==> src/hw/rtl/dbs_pkg.sv <==
// Shared types, constants and codes for the disk request batch scheduler.
`timescale 1ns / 1ps
`default_nettype none
package dbs_pkg;

  localparam int MAX_BATCH  = 16;
  localparam int BLOCK_BITS = 16;
  localparam int LEVEL_W    = 2;
  localparam int IDX_W      = $clog2(MAX_BATCH);
  localparam int CNT_W      = $clog2(MAX_BATCH + 1);
  localparam int LAT_W      = 17;
  localparam int ROT_W      = 10;
  localparam int TOTAL_W    = 32;
  localparam int PADDR_W    = 3;
  localparam int PDATA_W    = 32;

  // Register indexes, taken from paddr[2].
  localparam logic REG_POLICY   = 1'b0;
  localparam logic REG_ROTATION = 1'b1;

  // Service policy codes.
  localparam logic POLICY_FCFS = 1'b0;
  localparam logic POLICY_SSTF = 1'b1;

  typedef struct packed {
    logic [BLOCK_BITS-1:0] block;
    logic [LEVEL_W-1:0]    level;
    logic                  write;
  } entry_t;

  typedef struct packed {
    logic             policy;
    logic [ROT_W-1:0] rot_delay;
  } cfg_t;

  typedef struct packed {
    logic                  have;
    logic [BLOCK_BITS-1:0] distance;
    logic [LEVEL_W-1:0]    level;
  } best_t;

  typedef enum logic [1:0] {
    ST_IDLE,
    ST_SCAN,
    ST_DRAIN,
    ST_ISSUE
  } state_t;

endpackage
`default_nettype wire

==> src/hw/rtl/dbs_apb_regs.sv <==
// APB configuration registers: service policy and rotational delay.
`timescale 1ns / 1ps
`default_nettype none
module dbs_apb_regs (
  input  wire logic                        clk,
  input  wire logic                        rst,
  input  wire logic                        psel,
  input  wire logic                        penable,
  input  wire logic                        pwrite,
  input  wire logic [dbs_pkg::PADDR_W-1:0] paddr,
  input  wire logic [dbs_pkg::PDATA_W-1:0] pwdata,
  output logic      [dbs_pkg::PDATA_W-1:0] prdata,
  output logic                             pready,
  output dbs_pkg::cfg_t                    cfg
);
  import dbs_pkg::*;

  logic wr_en;

  assign pready = 1'b1;
  assign wr_en  = psel && penable && pwrite && pready;

  always_ff @(posedge clk) begin
    if (rst) begin
      cfg <= '0;
    end else if (wr_en) begin
      case (paddr[2])
        REG_POLICY:   cfg.policy    <= pwdata[0];
        REG_ROTATION: cfg.rot_delay <= pwdata[ROT_W-1:0];
        default: ;
      endcase
    end
  end

  always_comb begin
    case (paddr[2])
      REG_POLICY:   prdata = PDATA_W'(cfg.policy);
      REG_ROTATION: prdata = PDATA_W'(cfg.rot_delay);
      default:      prdata = '0;
    endcase
  end

endmodule
`default_nettype wire

==> src/hw/rtl/dbs_store.sv <==
// Request store: one write port and one registered read port.
`timescale 1ns / 1ps
`default_nettype none
module dbs_store (
  input  wire logic                      clk,
  input  wire logic                      wr_en,
  input  wire logic [dbs_pkg::IDX_W-1:0] wr_addr,
  input  wire dbs_pkg::entry_t           wr_data,
  input  wire logic                      rd_en,
  input  wire logic [dbs_pkg::IDX_W-1:0] rd_addr,
  output dbs_pkg::entry_t                rd_data
);
  import dbs_pkg::*;

  entry_t mem [MAX_BATCH];

  always_ff @(posedge clk) begin
    if (wr_en) begin
      mem[wr_addr] <= wr_data;
    end
  end

  always_ff @(posedge clk) begin
    if (rd_en) begin
      rd_data <= mem[rd_addr];
    end
  end

endmodule
`default_nettype wire

==> src/hw/rtl/dbs_seek_unit.sv <==
// Shared seek unit: distance from the head and the better-candidate test.
`timescale 1ns / 1ps
`default_nettype none
module dbs_seek_unit (
  input  wire logic                           policy,
  input  wire logic [dbs_pkg::BLOCK_BITS-1:0] head,
  input  wire dbs_pkg::entry_t                cand,
  input  wire dbs_pkg::best_t                 best,
  output logic      [dbs_pkg::BLOCK_BITS-1:0] distance,
  output logic                                take
);
  import dbs_pkg::*;

  always_comb begin
    if (head >= cand.block) begin
      distance = head - cand.block;
    end else begin
      distance = cand.block - head;
    end
  end

  // First come first served takes the first pending entry; shortest seek
  // first prefers the smaller distance, then the lower level, and keeps the
  // earlier entry on a full tie.
  always_comb begin
    if (policy == POLICY_FCFS) begin
      take = !best.have;
    end else begin
      take = !best.have || (distance < best.distance) ||
             ((distance == best.distance) && (cand.level < best.level));
    end
  end

endmodule
`default_nettype wire

==> src/hw/rtl/disk_request_batch_scheduler_core.sv <==
// Top level of the disk request batch scheduler: sequencer, totals and ports.
`timescale 1ns / 1ps
`default_nettype none
// Usage
//   Requests come in on the command channel: a beat is taken at a rising edge
//   where start is high and busy is low. A request that does not close the
//   batch is stored and busy stays low. A request with batch_end
//   set, or the one that fills the sixteen-entry store, closes the batch and
//   raises busy while the stored requests are issued in service order.
//   Each issued request appears on the result ports for one cycle, marked by
//   out_valid; the receiver cannot stall, so it must take every beat.
//   For each result the stored requests are scanned through the single read
//   port one entry a cycle, a drain state empties the read register, and an
//   issue state issues the pick and updates the head and totals. The last
//   result appears in the cycle where busy has already fallen again.
//   The policy and rotational delay registers sit on the APB port at byte
//   addresses 0 and 4. The user must write them only while the block is
//   idle; the block itself does not enforce this.
//   Reset clears the head position, the totals, the fill count and the
//   registers; the stored requests themselves are not cleared.
module disk_request_batch_scheduler_core (
  input  wire logic                           clk,
  input  wire logic                           rst,
  // APB configuration port
  input  wire logic                           psel,
  input  wire logic                           penable,
  input  wire logic                           pwrite,
  input  wire logic [dbs_pkg::PADDR_W-1:0]    paddr,
  input  wire logic [dbs_pkg::PDATA_W-1:0]    pwdata,
  output logic      [dbs_pkg::PDATA_W-1:0]    prdata,
  output logic                                pready,
  // Command channel
  input  wire logic                           start,
  output logic                                busy,
  input  wire logic [dbs_pkg::BLOCK_BITS-1:0] block_number,
  input  wire logic [dbs_pkg::LEVEL_W-1:0]    priority_level,
  input  wire logic                           is_write,
  input  wire logic                           batch_end,
  // Result channel
  output logic                                out_valid,
  output logic      [dbs_pkg::BLOCK_BITS-1:0] served_block,
  output logic                                served_write,
  output logic      [dbs_pkg::LAT_W-1:0]      request_latency,
  output logic                                last_of_run,
  output logic      [dbs_pkg::TOTAL_W-1:0]    reads_total,
  output logic      [dbs_pkg::TOTAL_W-1:0]    writes_total,
  output logic      [dbs_pkg::TOTAL_W-1:0]    latency_total
);
  import dbs_pkg::*;

  cfg_t   cfg;
  state_t state, state_next;

  logic                  accept;
  logic                  closes;
  logic [CNT_W-1:0]      pending_count;
  logic [CNT_W-1:0]      batch_size;
  logic [CNT_W-1:0]      issued;
  logic [IDX_W-1:0]      scan_idx;
  logic                  scan_last;
  logic                  issue_last;
  logic [MAX_BATCH-1:0]  done_bits;

  logic                  pipe_vld;
  logic [IDX_W-1:0]      pipe_idx;
  entry_t                wr_entry;
  entry_t                rd_entry;

  best_t                 best;
  logic [IDX_W-1:0]      best_idx;
  logic [BLOCK_BITS-1:0] best_block;
  logic                  best_write;
  logic [BLOCK_BITS-1:0] cand_dist;
  logic                  cand_take;

  logic [BLOCK_BITS-1:0] head_position;
  logic [TOTAL_W-1:0]    read_counter;
  logic [TOTAL_W-1:0]    write_counter;
  logic [TOTAL_W-1:0]    latency_counter;
  logic [LAT_W-1:0]      pick_latency;

  dbs_apb_regs u_regs (
    .clk     (clk),
    .rst     (rst),
    .psel    (psel),
    .penable (penable),
    .pwrite  (pwrite),
    .paddr   (paddr),
    .pwdata  (pwdata),
    .prdata  (prdata),
    .pready  (pready),
    .cfg     (cfg)
  );

  assign wr_entry = '{block: block_number, level: priority_level, write: is_write};

  dbs_store u_store (
    .clk     (clk),
    .wr_en   (accept),
    .wr_addr (pending_count[IDX_W-1:0]),
    .wr_data (wr_entry),
    .rd_en   (state == ST_SCAN),
    .rd_addr (scan_idx),
    .rd_data (rd_entry)
  );

  dbs_seek_unit u_seek (
    .policy   (cfg.policy),
    .head     (head_position),
    .cand     (rd_entry),
    .best     (best),
    .distance (cand_dist),
    .take     (cand_take)
  );

  assign busy   = (state != ST_IDLE);
  assign accept = start && !busy;
  // The batch closes on batch_end or when this request fills the store.
  assign closes = batch_end || (pending_count == CNT_W'(MAX_BATCH - 1));

  assign scan_last  = (scan_idx == IDX_W'(batch_size - CNT_W'(1)));
  assign issue_last = ((issued + CNT_W'(1)) == batch_size);

  assign pick_latency = LAT_W'(best.distance) + LAT_W'(cfg.rot_delay);

  // Sequencer: state register and next-state logic.
  always_ff @(posedge clk) begin
    if (rst) begin
      state <= ST_IDLE;
    end else begin
      state <= state_next;
    end
  end

  always_comb begin
    state_next = state;
    case (state)
      ST_IDLE: begin
        if (accept && closes) begin
          state_next = ST_SCAN;
        end
      end
      ST_SCAN: begin
        if (scan_last) begin
          state_next = ST_DRAIN;
        end
      end
      ST_DRAIN: begin
        state_next = ST_ISSUE;
      end
      ST_ISSUE: begin
        state_next = issue_last ? ST_IDLE : ST_SCAN;
      end
      default: begin
        state_next = ST_IDLE;
      end
    endcase
  end

  // Batch bookkeeping: fill count, batch size, issue count and done bits.
  always_ff @(posedge clk) begin
    if (rst) begin
      pending_count <= '0;
      batch_size    <= '0;
      issued        <= '0;
      done_bits     <= '0;
    end else begin
      if (accept) begin
        if (closes) begin
          pending_count <= '0;
          batch_size    <= pending_count + CNT_W'(1);
          issued        <= '0;
          done_bits     <= '0;
        end else begin
          pending_count <= pending_count + CNT_W'(1);
        end
      end
      if (state == ST_ISSUE) begin
        issued              <= issued + CNT_W'(1);
        done_bits[best_idx] <= 1'b1;
      end
    end
  end

  // Scan address and read pipeline.
  always_ff @(posedge clk) begin
    if (rst) begin
      scan_idx <= '0;
      pipe_vld <= 1'b0;
    end else begin
      pipe_vld <= (state == ST_SCAN);
      if (state == ST_SCAN && !scan_last) begin
        scan_idx <= scan_idx + IDX_W'(1);
      end else if (state != ST_SCAN) begin
        scan_idx <= '0;
      end
    end
  end

  always_ff @(posedge clk) begin
    if (state == ST_SCAN) begin
      pipe_idx <= scan_idx;
    end
  end

  // Best candidate of the current scan. Entries already issued are skipped.
  always_ff @(posedge clk) begin
    if (rst) begin
      best.have <= 1'b0;
    end else if (state == ST_ISSUE || state == ST_IDLE) begin
      best.have <= 1'b0;
    end else if (pipe_vld && !done_bits[pipe_idx] && cand_take) begin
      best.have <= 1'b1;
    end
    if (pipe_vld && !done_bits[pipe_idx] && cand_take) begin
      best.distance <= cand_dist;
      best.level    <= rd_entry.level;
      best_idx      <= pipe_idx;
      best_block    <= rd_entry.block;
      best_write    <= rd_entry.write;
    end
  end

  // Head position and running totals move once per issued request.
  always_ff @(posedge clk) begin
    if (rst) begin
      head_position   <= '0;
      read_counter    <= '0;
      write_counter   <= '0;
      latency_counter <= '0;
    end else if (state == ST_ISSUE) begin
      head_position   <= best_block;
      latency_counter <= latency_counter + TOTAL_W'(pick_latency);
      if (best_write) begin
        write_counter <= write_counter + TOTAL_W'(1);
      end else begin
        read_counter <= read_counter + TOTAL_W'(1);
      end
    end
  end

  // Result beat register.
  always_ff @(posedge clk) begin
    if (rst) begin
      out_valid <= 1'b0;
    end else begin
      out_valid <= (state == ST_ISSUE);
    end
  end

  always_ff @(posedge clk) begin
    if (state == ST_ISSUE) begin
      served_block    <= best_block;
      served_write    <= best_write;
      request_latency <= pick_latency;
      last_of_run     <= issue_last;
    end
  end

  assign reads_total   = read_counter;
  assign writes_total  = write_counter;
  assign latency_total = latency_counter;

  // The final beat of a batch finds the block idle again.
  assert property (@(posedge clk) disable iff (rst)
    out_valid && last_of_run |-> !busy)
    else $error("block still busy on the final result beat");

  // Any other result beat is followed by more work on the same batch.
  assert property (@(posedge clk) disable iff (rst)
    out_valid && !last_of_run |-> busy)
    else $error("block went idle before the batch was issued");

  // Every issue step produces exactly one result beat, never two in a row.
  assert property (@(posedge clk) disable iff (rst)
    state == ST_ISSUE |=> out_valid ##1 !out_valid)
    else $error("issue step did not produce a single result beat");

  // An issue step always has a candidate to issue.
  assert property (@(posedge clk) disable iff (rst)
    state == ST_ISSUE |-> best.have)
    else $error("issue step without a selected request");

  // The fill count never reaches the store depth while collecting.
  assert property (@(posedge clk) disable iff (rst)
    pending_count < CNT_W'(MAX_BATCH))
    else $error("fill count overran the store");

endmodule
`default_nettype wire
==> config.mk <==
export PLATFORM = sky130hd
export DESIGN_NAME = disk_request_batch_scheduler_core
export DESIGN_NICKNAME = d
export VERILOG_FILES = /design/src/hw/rtl/dbs_pkg.sv /design/src/hw/rtl/dbs_apb_regs.sv /design/src/hw/rtl/dbs_store.sv /design/src/hw/rtl/dbs_seek_unit.sv /design/src/hw/rtl/disk_request_batch_scheduler_core.sv
export SDC_FILE = /design/constraint.sdc
export NUM_CORES = 1
export LEC_CHECK = 0
export BUFFER_PORTS_ARGS = -buffer_cell sky130_fd_sc_hd__buf_2
export CORE_MARGIN = 4
export CORE_UTILIZATION = 51
export CTS_CLUSTER_DIAMETER = 60
export DETAILED_ROUTE_END_ITERATION = 10
export PLACE_DENSITY_LB_ADDON = 0.2
export SLEW_MARGIN = 20
export SYNTH_ARGS = -nofsm -noshare
export SYNTH_HDL_FRONTEND = slang
export SYNTH_SLANG_ARGS = --single-unit
==> constraint.sdc <==
create_clock -name clk -period 7.16 [get_ports clk]
set_clock_uncertainty 0.1 [all_clocks]
set_input_delay 0 -clock clk [delete_from_list [all_inputs] [get_ports clk]]
set_output_delay 0 -clock clk [all_outputs]
set_load 0.02 [all_outputs]
## After elaboration in Yosys (flattened, before gate mapping)

Memories as Yosys holds them, arrays and structs flattened. A register that Yosys moved wholly into a read port is not among the register bits.
Index checks and enable logic that the tools add are counted.

- Memories: 1
- Bits of input ports: 61
- Logic and storage cells: 108
- Memory bits (writable): 304
- Register bits: 241

- Reduce and logical (&&, ||, !) cells: 30
- Add/subtract/negate cells: 10
- $lt $le $gt $ge: 6
- Equality and inequality tests: 10
- Muxes and demuxes: 23
- Bitwise gates (word level): 3

Memory list:

| name | depth | width | read ports | clocked after Yosys merged registers in | wr ports | RTL line | RTL |
|---|---|---|---|---|---|---|---|
| u_store.mem | 16 | 19 | 1 | 1 | 1 | dbs_store.sv:15 | `entry_t mem [MAX_BATCH];` |

Operator list:

| cell | number |
|---|---|
| 16-bit two-way mux | 5 |
| 32-bit by 1-bit adder with 32-bit output, second input constant | 2 |
| 32-bit one-hot mux with 2 select lines | 1 |
| 32-bit by 17-bit adder with 32-bit output | 1 |
| 16-bit subtractor | 2 |
| 5-bit two-way mux | 4 |
| 16-bit by 10-bit adder with 17-bit output | 1 |
| 16-bit == test | 1 |
| 16-bit >= comparator | 1 |
| 16-bit less-than comparator | 1 |
| 16-bit OR | 1 |
| 2-bit AND reduction | 7 |
| 5-bit by 1-bit adder with 5-bit output, second input constant | 2 |
| 4-bit by 5-bit less-than comparator with 1-bit output, second input constant | 2 |
| 1-bit logical AND | 9 |
| 4-bit two-way mux | 2 |
| 2-bit one-hot mux with 4 select lines | 1 |
| 2-bit nonzero test | 4 |
| 1-bit two-way mux | 6 |
| 5-bit by 4-bit == test with 1-bit output, second input constant | 1 |
| 5-bit == test | 1 |
| 4-bit by 1-bit adder with 4-bit output, second input constant | 1 |
| 1-bit binary-select mux with 4-bit select | 1 |
| 1-bit demux with 4-bit select | 1 |
| 14 further kinds | 24 |

## Longest topological paths before layout

Gate-level depths: netlist of the first run.

- Depth in word-level cells: 7
- Depth in mapped cells: 18

## By module

Synthesis of the first run repeated with hierarchy kept, for this count alone.

- Cell total of the unflattened synthesis: 1832
- Area total of the unflattened synthesis: 25074.0 um^2

By module, submodules not included:

| module | instances | cells each | area each (um^2) |
|---|---|---|---|
| dbs_store | 1 | 507 | 12036.5 |
| disk_request_batch_scheduler_core | 1 | 973 | 10293.6 |
| dbs_seek_unit | 1 | 268 | 1981.9 |
| dbs_apb_regs | 1 | 84 | 762.0 |

## Worst setup path after synthesis of the first run

No wires, ideal clock.

- Path type: register to register
- Start: reg, netlist name u_store.rd_data[12]
- End: reg, netlist name best[0]
- Stages on the path, launching flop included: 17
- Period minus slack after synthesis: 5.892 ns
- Required time: 6.601 ns
- Data arrival time: 5.333 ns
- Slack: 1.268 ns
- Path through: edfxtp_1 inv_1 ha_1 buf_4 nand2_2 or3_1 a21o_1 a31oi_4 buf_6 mux2_1 ha_1 nor2b_1 o21a_1 o21ai_0 a221o_1 nand4_1 a31oi_1

- Cells in the longest elaborated chain, start to end: 7
- Elaborated cells on any way between the ends: 11
- Classes of those cells: 2 x add/sub; 2 x order compare; 1 x eq/ne; 2 x mux; 4 x reduce/logical

Ends and longest elaborated chain:

| what | RTL line | RTL |
|---|---|---|
| 16-bit >= comparator * | dbs_seek_unit.sv:15 | `if (head >= cand.block) begin` |
| 16-bit two-way mux * | dbs_seek_unit.sv:15 |  |
| via cand_dist[1] | disk_request_batch_scheduler_core.sv:73 | `logic [BLOCK_BITS-1:0] cand_dist;` |
| 16-bit less-than comparator / 16-bit == test (equally long branches) | dbs_seek_unit.sv:29, dbs_seek_unit.sv:30 |  |
| 1-bit logical OR / 1-bit logical AND (equally long branches) | dbs_seek_unit.sv:29, dbs_seek_unit.sv:30 |  |
| 1-bit logical OR * | dbs_seek_unit.sv:29 | `take = !best.have \|\| (distance < best.distance) \|\|` |
| 1-bit two-way mux * | dbs_seek_unit.sv:26 | `if (policy == POLICY_FCFS) begin` |
| 1-bit logical AND * | disk_request_batch_scheduler_core.sv:215 | `if (pipe_vld && !done_bits[pipe_idx] && cand_take) begin` |

The timed path passes the listed nets; every way through them passes the cells marked *.
A chain may end at the register's enable or synchronous reset.

## Final worst setup path of the first run

- Start: reg, netlist name u_store.rd_data[13]
- End: reg best_block[8] (enable)

- Cells in the longest elaborated chain, start to end: 7
- Elaborated cells on any way between the ends: 11
- Classes of those cells: 2 x add/sub; 2 x order compare; 1 x eq/ne; 2 x mux; 4 x reduce/logical

Ends and longest elaborated chain:

| what | RTL line | RTL |
|---|---|---|
| 16-bit subtractor, or another cell as far along | dbs_seek_unit.sv:18 | `distance = cand.block - head;` |
| 16-bit two-way mux * | dbs_seek_unit.sv:15 |  |
| via cand_dist[12] | disk_request_batch_scheduler_core.sv:73 |  |
| 16-bit less-than comparator / 16-bit == test (equally long branches) | dbs_seek_unit.sv:29, dbs_seek_unit.sv:30 |  |
| 1-bit logical OR / 1-bit logical AND (equally long branches) | dbs_seek_unit.sv:29, dbs_seek_unit.sv:30 |  |
| 1-bit logical OR * | dbs_seek_unit.sv:29 |  |
| 1-bit two-way mux * | dbs_seek_unit.sv:26 |  |
| 1-bit logical AND * | disk_request_batch_scheduler_core.sv:215 |  |
| end signal, assigned | disk_request_batch_scheduler_core.sv:219 | `best_block <= rd_entry.block;` |
| end, declared | disk_request_batch_scheduler_core.sv:71 | `logic [BLOCK_BITS-1:0] best_block;` |

Marks and branches as above.

==> results.md, run 1 <==
Run status:
- The run finished with clean final reports.

Clock tree:
- The number of clock buffers inserted by TritonCTS is 59.
- The number of gates resized after CTS is 0.
- Clock tree synthesis found a total of 564 sinks.
- The clock network latency to the later pin of the worst-skew pair is 0.65 ns.
- The number of H-tree levels is 2.
- Clock-pin slew was measured on the worst setup and hold paths at 0.06 ns.
- The root buffer cell chosen for the clock tree is clkbuf_16.
- The clock tree from TritonCTS is done.
- The worst-case clock buffer depth is 3.
- The post-CTS setup buffer count is 0.

Drt:
- The final route contains 15690 vias.
- Once detail routing completed, the nets flagged for antenna violations numbered 0.
- The average wire length per cell after detail routing is 19.64 µm.
- For this block, the initial DRC count from the detailed router was 1200.
- The number of detailed-routing iterations run before antenna repair is 5.
- In the routed design, unresolved DRC markers number 0.
- Dividing the detail-routed via count by the number of cells gives 5.583.
- The aggregate routed wire length is 55200 µm.

Floorplan:
- The number of I/O pins is 227.
- The core region is 48850 µm².
- The floorplan has 81 rows.
- The die height is 230.2 µm.
- The die covers 52970 µm².
- The die is 230.2 µm wide.
- The initial standard-cell utilization of the core is 0.5153.

Critical path:
- The critical path goes through inv_1 > ha_1 > nand2_2 > or3_1 > a21o_1 > a31oi_4 > mux2_2 > xnor2_1 > ha_1 > nand3_1 > nor2_1 > nand4_1 > a2111o_1 > a31oi_4 > buf_4.
- In this run the worst setup path begins at u_store.rd_data[13].
- The data required time at the worst endpoint is 7.33 ns.
- On the worst path, the slowest cell contributes a delay of 0.59 ns.
- The slowest library cell on the worst path is a31oi_4.
- Along the worst path, the maximum fanout reaches 23.
- Together, buffers and inverters on the worst path number 2.
- STA classifies the critical path startpoint as a register.
- The kind of cell adding the most delay to the critical path is compound AO/OA/AOI/OAI gates.
- In this run the number of cells on the critical path is 15.
- The critical path class is reg -> reg.
- Data arrives at the worst endpoint at 5.50 ns.
- The worst register-to-register path has a depth of 15.
- The worst register-to-register path begins at u_store.rd_data[13].
- The endpoint class of the critical path is a register.

Yosys:
- In this run, distinct cell masters in the synthesized netlist total 81.
- Of the synthesized area, sequential elements account for 0.6080.
- The total of flip-flops plus latches after synthesis is 564.
- During synthesis, Yosys emitted a total of 0 warnings.
- The number of enable-type register cells in the synthesized netlist is 401.
- The mean instance size in the synthesized netlist is 13.60 µm².
- After technology mapping, the gate count stands at 1851.
- The library cell occupying the most area in the post-synthesis netlist is edfxtp_1.
- The share of the synthesized area in the top cell type is 0.4784.
- Sorting the synthesized cells by area gives the leading types as edfxtp_1, dfxtp_1, mux4_2.
- For this run, the leading register cell type out of synthesis is edfxtp_1.
- In this run the cell area of the synthesized design comes to 25170 µm².
- After synthesis, the share of flip-flops with an asynchronous set or reset is 0.

Final layout:
- The count of filler cells inserted in the layout is 3817.
- The relative area change from synthesis to final layout is 16.50%.
- The most common cell after layout, fill and taps aside is edfxtp_1.
- The final instance count without filler cells is 2810.
- The library cells used most frequently in the layout, excluding fill and tap cells, are edfxtp_1, buf_2, nor2_1.
- In the final layout, the share of cells above drive strength 1 is 0.1996.
- For this run, the share of the core covered by cells in the final layout is 0.6003.
- The number of nets at the end of the flow is 2250.
- The post-route standard cell area excluding fillers is 29330 µm².

Worst hold path:
- The type of the most critical hold path is in -> reg.
- The worst hold path begins at block_number[9].
- Counting instances, the worst hold path has a depth of 2.

STA:
- The max-slew violation total from the final report is 0.
- The sum of negative setup slack is 0 ns.
- Dividing the final minimum period by the clock period gives 0.7450.
- At the pin with the least slew margin, the transition time is 1.045 ns.
- The worst max-slew margin expressed relative to the limit is 0.3031.
- The worst hold margin is 0.1541 ns.
- Setup slack on the critical path of the routed design comes to 1.826 ns.
- The number of endpoints with negative hold slack in the final report is 0.
- The final setup violation count is 0.
- Setup repair after global routing left no endpoint under its margin.
- Timing would allow up to 187.5 MHz.
- The time the worst path needs with I/O delays and setup is 5.334 ns.

Place:
- The cell area reported after detailed placement is 26760 µm².
- The number of placed cells counting well taps is 2641.
- Port buffering added 179 buffers.
- The pre-CTS setup slack is 1.867 ns.
- The HPWL after detailed placement is 34900 µm.
- The routability congestion estimate is 0.8639.

Power:
- The maximum VDD drop is 0.0002419 V.
- The share of total power dissipated in combinational logic is 0.154.
- Power spread over the standard cell area amounts to 277.5 nW/µm².
- The switching power share of the total is 0.2633.
- The share of total power dissipated in sequential elements is 0.470.
- Of the total power, the clock network draws 0.376.
- The leakage power figure is 10.56 nW.
- The total power is 8.138 mW.
- The internal power component is 5.996 mW.
- Summed over all nets, the switching power comes to 2.143 mW.

Global route:
- The total global routing overflow is 0.
- The initial antenna violation count was 2.
- The first global-routing pass estimated 86790 µm of wire.
- Entering global routing, the biggest net connects 98 pins.
- The global router's overall resource usage is 0.2059.
- The via count of the first global-routing pass is 15570.

Flow run:
- The total of max-cap violations is 0.
==> power groups by stage <==
stage          combinational [mW]  sequential (mW)  clock [mW]
6_report                     1.25             3.83        3.06
5_1_grt                      1.39             3.85        3.26
4_1_cts                      1.26             3.83        3.13
3_5_place_dp                 1.24             3.90           0
3_3_place_gp                 1.21             3.89           0
2_1_floorplan               0.935             3.85           0
==> cells in the mapped netlist, types with 11 or more instances <==
| cell | n |
|---|---|
| o21a_1 | 13 |
| dfxtp_1 | 163 |
| nor2_1 | 186 |
| mux4_2 | 100 |
| edfxtp_1 | 401 |
| o21ai_0 | 35 |
| nor3_1 | 27 |
| buf_1 | 13 |
| nand2_1 | 94 |
| a21o_1 | 22 |
| inv_1 | 80 |
| nand2b_1 | 11 |
| a22oi_1 | 14 |
| mux2i_1 | 39 |
| buf_4 | 25 |
| and2_1 | 15 |
| clkbuf_1 | 40 |
| ha_1 | 89 |
| buf_2 | 16 |
| a21oi_1 | 79 |
| xor2_1 | 62 |
| and3_1 | 17 |
| nand4_1 | 32 |
| or3_1 | 15 |
| xnor2_1 | 46 |
| nand3_1 | 48 |
| nor2b_1 | 14 |
| a211oi_1 | 12 |
==> routing by layer <==
layer  track usage  routed length (µm)  vias up
met5             0                   0        -
met4       0.06163                1426        0
met3       0.03134                2688       99
met2        0.3493               27190      408
met1        0.2772               23890     7769
li1              -                   -     7412
==> final timing paths <==
kind	endpoint	slack, ns
max	best_block[8]	1.83
min	u_store.mem[3][12]	0.15
max reg2reg	best_block[8]	1.83
min reg2reg	best_write	0.32
==> flip-flops by register name, summed over array words and instances, names as in the netlist, 2 cells and up <==
register,flops
best,19
pipe_idx,4
best_block,16
head_position,16
batch_size,5
request_latency,17
u_store.rd_data,19
latency_total,32
served_block,16
writes_total,32
reads_total,32
u_regs.cfg,11
done_bits,16
issued,5
state,2
scan_idx,4
u_store.mem,304
pending_count,5
best_idx,4
==> final cells by class <==
type,instances,area [µm²],share of cell area
diodes,2,5.005,0.0001707
clock buffers,76,1635,0.05576
clock inverters,33,340.3,0.01161
inverters,80,300.3,0.01024
multi-input cells,1133,9265,0.3159
flip-flops and latches,564,15310,0.5221
well taps,664,830.8,0.02833
repair buffers,258,1637,0.05581
==> cells by family after synthesis <==
group	Yosys count	share of synthesized area
buffers and inverters	175	0.03092
adders and majority gates	93	0.04742
AOI/OAI and AO/OA	260	0.06954
xor gates and xnor gates	108	0.03758
and+or+nand+nor	497	0.09544
other	2	0.0002984
muxes	152	0.1108
DFF	564	0.6080
==> repair_timing <==
action                     4_1_cts  5_1_grt
hold buffers                    58        0
setup endpoints to repair        0        0
hold endpoints to repair       371        0
Power figures use the tool's default switching activity.
==> run 2, diff against run 1 <==
--- a/config.mk
+++ b/config.mk
@@ -5,6 +5,7 @@
 export SDC_FILE = /design/constraint.sdc
 export NUM_CORES = 1
 export LEC_CHECK = 0
+export ABC_AREA = 1
 export BUFFER_PORTS_ARGS = -buffer_cell sky130_fd_sc_hd__buf_2
 export CORE_MARGIN = 4
 export CORE_UTILIZATION = 51
==> constraint.sdc (replaced) <==
create_clock -name clk -period 4.5 [get_ports clk]
set_clock_uncertainty 0.1 [all_clocks]
set_input_delay 0 -clock clk [delete_from_list [all_inputs] [get_ports clk]]
set_output_delay 0 -clock clk [all_outputs]
set_load 0.02 [all_outputs]
==> run 2 against run 1 <==
- combinational power grew 110%
- power increased by 66%
- core utilization fell by 0.67 points
- critical path type unchanged
- largest cell class unchanged
- highest routed layer is now met5
==> results.md, run 2 <==
Critical path:
- The worst setup path is launched from a register.
- Setup slack on the worst reg-to-reg path comes out at 0.58 ns.
- The data required time at the worst endpoint is 4.70 ns.
- The slowest library cell on the worst path is fa_1.
- The endpoint class of the critical path is a register.
- The signal on the critical path passes through inv_1 > ha_1 > inv_1 > fa_1 > nand2_1 > nand2_1 > nand2_1 > nand3_2 > nand2_2 > nand3_4 > inv_2 > nand2_1 > nand2_1 > inv_1 > ha_1 > nand4_1 > nor3_1 > nand3_1 > nand2_1 > nand2_1 > a21oi_4 > buf_4.
- Along the worst path, the maximum fanout reaches 19.
- The kind of cell adding the most delay to the critical path is simple AND/OR/NAND/NOR gates.
- The data arrival at the endpoint of the critical path is 4.12 ns.
- The critical path buffer and inverter count is 5.
- The largest incremental delay on the critical path is 0.41 ns.
- The dominant cell type by count on the critical path is nand2_1.
- The critical path is of the reg -> reg type.

Yosys:
- The synthesized instance count is 2840.
- The total of warnings raised by yosys is 0.
- The combined area of all synthesized cells is 27100 µm².
- In the synthesized netlist the async set-or-reset flop fraction comes to 0.
- Counting instances in the post-synthesis netlist gives the leading cell types as nand2_1, edfxtp_1, nor2_1.
- By area the synthesized netlist is led by edfxtp_1, dfxtp_1, nand2_1.
- Counting flops with a built-in enable in the synthesized netlist gives 401.
- In this run, synthesis produced a sequential element count of 564.
- By instance count, the leading cell after synthesis is nand2_1.
- The mean instance size in the synthesized netlist is 9.544 µm².
- The count of unique library cells instantiated by Yosys is 55.
- The share of the synthesized area in the top cell type is 0.4443.
- For this run, the register share of the synthesized area comes to 0.5646.
- Among all flip-flop cells after synthesis, the most frequent one is edfxtp_1.
- The library cell occupying the most area in the post-synthesis netlist is edfxtp_1.

Power:
- Total power for the finished layout comes to 13.50 mW.
- The total power per unit cell area is 432.7 nW/µm².
- The internal power component is 9.507 mW.
- The share of total power dissipated in combinational logic is 0.193.
- Of the total power, the share spent switching nets is 0.2956.
- The maximum VDD drop is 0.0003644 V.
- The leakage power figure is 12.32 nW.
- The clock network fraction of design power is 0.358.
- In this run the power spent charging and discharging nets is 3.990 mW.
- The sequential cell fraction of total power is 0.449.

Clock tree:
- The clock transition at the registers of the reported paths is 0.06 ns.
- The number of clock buffers inserted by TritonCTS is 60.
- The number of H-tree levels is 2.
- The clock network latency to the later pin of the worst-skew pair is 0.65 ns.
- The clock tree from TritonCTS is done.
- The tree built by TritonCTS fans out to 564 sinks.
- In this run the post-CTS setup repair buffer count came out at 0.
- The cell chosen for the clock root is clkbuf_16.
- The worst-case clock buffer depth is 3.

Drt:
- The total via count after detailed routing is 20480.
- The routed design has 67440 µm of wire.
- The number of detailed-routing iterations run before antenna repair is 5.
- The count of nets left with antenna violations once routing finished came out at 0.
- In the final routed layout, each cell accounts on average for 17.72 µm.
- The total DRC errors in the routed layout is 0.
- The first routing iteration left 1433 violations.
- The via count normalized by instance count is 5.380.

STA:
- The time the worst path needs with I/O delays and setup is 3.918 ns.
- In the finished design, the share of the clock period the worst path needs comes to 0.8707.
- Setup repair after global routing left no endpoint under its margin.
- In this run the tightest slew margin relative to its limit is 0.2740.
- For the final routed database, the setup TNS stands at 0 ns.
- The number of endpoints with negative hold slack in the final report is 0.
- Setup violations remaining at the end of the flow were counted as 0.
- Once routing completed, OpenROAD measured the worst setup slack at 0.5820 ns.
- The max-slew violation total from the final report came to 0.
- The slew at the pin closest to its max-slew limit is 1.089 ns.
- Timing would allow up to 255.2 MHz.

Place:
- The detailed placement HPWL is 43810 µm.
- The pre-CTS setup slack is 0.5553 ns.
- The count of buffers inserted at the top-level ports is 179.
- The congestion estimate from routability-driven global placement came to 0.9154.

Global route:
- The global router's overall resource usage is 0.2308.
- Entering global routing, the biggest net connects 159 pins.
- The initial antenna violation count is 3.
- The total global routing overflow is 0.
- The via count of the first global-routing pass was 19480.
- The first global-routing pass estimated 105600 µm of wire.

Final layout:
- The top register by number of flip-flops is u_store.mem.
- The final layout contains 3221 nets.
- The flip-flop count of the largest register, all copies and words added is 304.
- The top cell types in the final layout, fill and taps aside, are nand2_1, edfxtp_1, nor2_1.
- The most common cell after layout, fill and taps aside is nand2_1.
- Of the cells placed in the final design, the portion with a size suffix greater than 1 is 0.1193.
- The relative area change from synthesis to final layout is 15.09%.

Floorplan:
- For this configuration, the core starts out at a cell density of 0.5158.
- In this run the count of I/O pins placed on the die edge is 227.
- The width of the chip is 238.5 µm.
- The die covers 56900 µm².
- The die height is 238.5 µm.
- After floorplanning, the core was divided into 84 placement rows.
- After floorplanning, the core was sized to cover 52550 µm².

Worst hold path:
- The type of the most critical hold path is in -> reg.

Run status:
- The flow ran to the end, and the final reports show no timing, DRC or antenna violations.

Flow run:
- The total of max-cap violations is 0.
-- run 2: changes by cell type in the layout (fill, tap and decap cells not counted), sizes merged, moves of 35 or more --
cell,before,now
nand2,95,561
inv,83,287
nor2,186,385
o21ai,41,180
mux4,100,0
a21oi,79,167
nand3,48,132
o221ai,0,56
xnor2,46,11
-- run 2: metrics by stage --
step	hold slack (ns)	cell area [µm²]	util	std cells
floorplan	-0.001131	27190	-	2861
global placement	0.1254	28650	0.5451	3634
detailed placement	0.1372	28650	0.5451	3634
CTS	0.1319	31190	0.5935	3805
global route	0.1787	31190	0.5936	3807
finish	0.1781	31190	0.5936	3807
-- run 2: cells by family after synthesis --
family / share of synthesized area
mux: 0.02031
simple gates: 0.1856
xor+xnor: 0.01939
other cells: 0.0002771
fa+ha+maj: 0.04404
buf+inv: 0.06319
compound gates: 0.1026
flops: 0.5646
-- run 2: cell type report --
cell class / count / area (µm²)
timing repair buffer: 266 / 1734
tap: 688 / 860.8
antenna: 2 / 5.005
clock buffer: 82 / 1624
inverter: 287 / 1079
multi-input combinational: 1888 / 10250
sequential: 564 / 15310
clock inverter: 30 / 327.8
fill: 4482 / 21360
-- run 2: layer usage --
layer / vias to the layer above / track usage / wire length, µm
li1: 10120 / - / -
met1: 9731 / 0.3078 / 29510
met3: 103 / 0.03219 / 3518
met2: 528 / 0.3999 / 32970
met5: - / 0 / 13
met4: 2 / 0.06104 / 1431
-- run 2: what timing repair did --
item | CTS | global route
hold buffers | 59 | 0
endpoints found under the hold margin | 391 | 0
gates resized for setup | 0 | 0
-- run 2: power groups by stage --
| stage | clock network [mW] | registers (mW) | logic (mW) |
|---|---|---|---|
| 2_1_floorplan | 0 | 6.15 | 1.82 |
| 3_3_place_gp | 0 | 6.15 | 2.51 |
| 3_5_place_dp | 0 | 6.17 | 2.55 |
| 4_1_cts | 4.95 | 6.06 | 2.61 |
| 5_1_grt | 5.18 | 6.08 | 2.94 |
| 6_report | 4.84 | 6.06 | 2.60 |
-- run 2: final timing paths --
kind	start	to	depth (start not counted)
setup / recovery	head_position[0]	best[15]	22
hold / removal	block_number[3]	u_store.mem[9][6]	2
setup reg to reg	head_position[0]	best[15]	22
hold reg to reg	best_block[1]	served_block[1]	0
==> run 3, diff against run 2 <==
--- a/config.mk
+++ b/config.mk
@@ -11,6 +11,7 @@
 export CORE_UTILIZATION = 51
 export CTS_CLUSTER_DIAMETER = 60
 export DETAILED_ROUTE_END_ITERATION = 10
+export MAX_ROUTING_LAYER = met4
 export PLACE_DENSITY_LB_ADDON = 0.2
 export SLEW_MARGIN = 20
 export SYNTH_ARGS = -nofsm -noshare
==> run 3 against run 2 <==
- non-clock buffer count is 1 lower
- critical path depth is 2 higher
- sequential share of layout area hardly changed
- global-route usage is 0.88 points higher
- fmax is 2.3% lower
- core utilization hardly changed
- combinational power hardly changed
- critical endpoint is now best[14]
==> results.md, run 3 (same netlist as run 2, synthesis figures left out) <==
Final layout:
- The share of cells above drive strength 1 is 0.1206.
- The multi-input gate area in the final layout is 10250 µm².
- Across the whole layout, storage elements account for 15310 µm².
- The area growth from synthesis to layout is 15.11%.
- The number of nets at the end of the flow is 3221.
- Leaving out fill and tap cells, the most frequent cells in the layout are nand2_1, edfxtp_1, nor2_1.
- The flip-flop count of the largest register, all copies and words added is 304.
- The filler cells instantiated in the layout total 4472.
- Leaving out fill and tap cells, the most frequent cell in the layout is nand2_1.
- u_store.mem holds more flip-flops than any other register.

Global route:
- The largest net degree at the start of global routing is 100.
- Global routing finished with a remaining overflow of 0.
- The initial antenna violation count was 2.
- The via count of the first global-routing pass was 19630.
- Across every metal layer, demand over resource in global routing totals 0.2396.
- The wire length of the first global-routing pass is 106300 µm.

Floorplan:
- The width of the chip is 238.5 µm.
- The number of placement rows is 84.
- 227 I/O pins were placed.
- The area of the die is 56900 µm².
- The die height is 238.5 µm.
- The initial standard-cell utilization of the core is 0.5158.
- The floorplan core area is 52550 µm².

Place:
- Port buffering added 179 buffers.
- The routability congestion estimate is 0.9229.
- The detailed placement HPWL is 44590 µm.

Drt:
- After detailed routing, the number of remaining DRC violations is 0.
- After detailed routing, the average wire length per cell comes to 17.88 µm.
- The total via count after detailed routing is 20590.
- The first detailed-routing pass ran for 8 iterations.
- The aggregate routed wire length is 68060 µm.
- In this run, the number of DRC markers left after iteration 0 of detailed routing was 1599.
- The post-detailed-route count of antenna-violating nets is 0.
- The via count normalized by instance count is 5.410.

Worst hold path:
- The path class of the tightest hold or removal check is in -> reg.
- The worst hold path endpoint is u_store.mem[9][2].
- The cell depth of the worst hold path is 2.
- The critical hold path startpoint is priority_level[1].

Power:
- Across the VDD grid, the largest voltage drop is 0.0003598 V.
- In this run the power density over the cells is 436.4 nW/µm².
- The total power is 13.62 mW.
- The leakage power figure is 12.33 nW.

STA:
- Of the available clock period, the critical path in the final layout requires 0.8909.
- The time the worst path needs with I/O delays and setup is 4.009 ns.
- The number of endpoints with negative hold slack in the final report is 0.
- The maximum frequency from static timing analysis is 249.4 MHz.
- The final setup violation count is 0.
- Setup repair after global routing left no endpoint under its margin.
- The max-slew violation total from the final report is 0.
- For the pin with the worst max-slew slack, the measured transition is 1.043 ns.
- The sum of negative setup slack is 0 ns.
- The worst max-slew margin expressed relative to the limit is 0.3043.

Clock tree:
- The number of sinks driven by the clock tree is 564.
- The cell sitting at the root of the clock tree is a clkbuf_16.
- The clock tree from TritonCTS is done.
- The clock transition at the registers of the reported paths is 0.06 ns.
- In this run the deepest clock path goes through 3 buffers.
- The later pin in the worst-skew pair is clocked with a latency of 0.65 ns.
- The number of clock buffers inserted by TritonCTS is 61.
- The H-tree was split into 2 levels.

Critical path:
- The highest net fanout along the worst path is 19.
- For the worst setup path, the data required time is 4.71 ns.
- The critical path is of the reg -> reg type.
- For flop-to-flop paths, the worst setup slack is 0.49 ns.
- The category of the worst setup path launch point is a register.
- The worst flop-to-flop path endpoint is best[14].
- Counting cells, the worst reg-to-reg path comes to 24.
- The data arrival at the endpoint of the critical path is 4.21 ns.
- STA classifies the critical path endpoint as a register.
- In this run the critical register-to-register path is launched from u_store.rd_data[3].

Flow run:
- The total of max-cap violations is 0.

Run status:
- The flow ran to the end, and the final reports show no timing, DRC or antenna violations.
## run 3: changes by cell type in the layout (fill, tap and decap cells not counted), moves of 2 or more
cell,change
clkbuf_1,-6
clkinv_1,+4
buf_12,-3
buf_4,+3
clkinv_2,-3
clkinvlp_4,+2
dlygate4sd3_1,-2
inv_6,+2
## run 3: critical path, cell delays in order, from the launching register on
cell	delay, ns
edfxtp_1	0.37
ha_1	0.20
inv_1	0.09
fa_1	0.42
nand2_1	0.09
nand2_1	0.13
nand2_1	0.11
nand3_2	0.08
nand2_2	0.10
nand3_4	0.19
inv_2	0.23
nand2_1	0.07
nand2_1	0.07
inv_1	0.06
ha_1	0.28
a21oi_1	0.15
o21ai_0	0.15
nand2_1	0.09
nand2_1	0.05
nand2_1	0.06
nand2_1	0.04
nand2_1	0.05
nand2_1	0.08
a21oi_4	0.14
buf_4	0.28
## run 3: per-layer routing
layer,vias up,wire length [µm],global-route usage
li1,10130,-,-
met1,9751,29870,0.3137
met2,590,32710,0.3958
met3,123,3781,0.03461
met4,0,1700,0.06456
met5,-,0,-
## run 3: repair_timing
item / 4_1_cts / 5_1_grt
hold buffers: 57 / 0
resized for setup: 0 / 1
endpoints found under the hold margin: 402 / 0
setup endpoints to repair: 0 / 21
buffers inserted: 0 / 0
## run 3: how the worst max path moves through the flow
stage	start	endpoint
floorplan	u_store.rd_data[3]	best[0]
global placement	u_store.rd_data[3]	best_block[12]
detailed placement	u_store.rd_data[3]	best_block[7]
CTS	u_store.rd_data[3]	best_block[15]
global route	head_position[0]	best[14]
finish	u_store.rd_data[3]	best[14]
## run 3: per-stage QoR
stage               utilization  cells  cell area (µm²)  setup slack [ns]  hold WS [ns]
finish                   0.5937   3806            31200            0.4910        0.1785
global route             0.5937   3806            31200           0.04191        0.1781
CTS                      0.5936   3805            31190            0.3641        0.1418
detailed placement       0.5446   3635            28620            0.3902        0.1382
global placement         0.5446   3635            28620            0.4661        0.1254
floorplan                     -   2861            27190            0.2091     -0.001131
## run 3: area by class of cell
type	instances	share of cell area
clock inverter	37	0.01247
inverter	287	0.03457
tap	688	0.02759
clock buffer	76	0.05169
timing repair buffer	265	0.05410
multi-input combinational	1888	0.3287
antenna	1	0.00008021
sequential	564	0.4908
## run 3: report_power, final
group / leakage, nW / total, mW / internal (mW) / switching, mW
clock network: 0.972 / 4.95 / 2.85 / 2.10
logic: 6.41 / 2.58 / 0.830 / 1.75
registers: 4.94 / 6.09 / 5.89 / 0.192
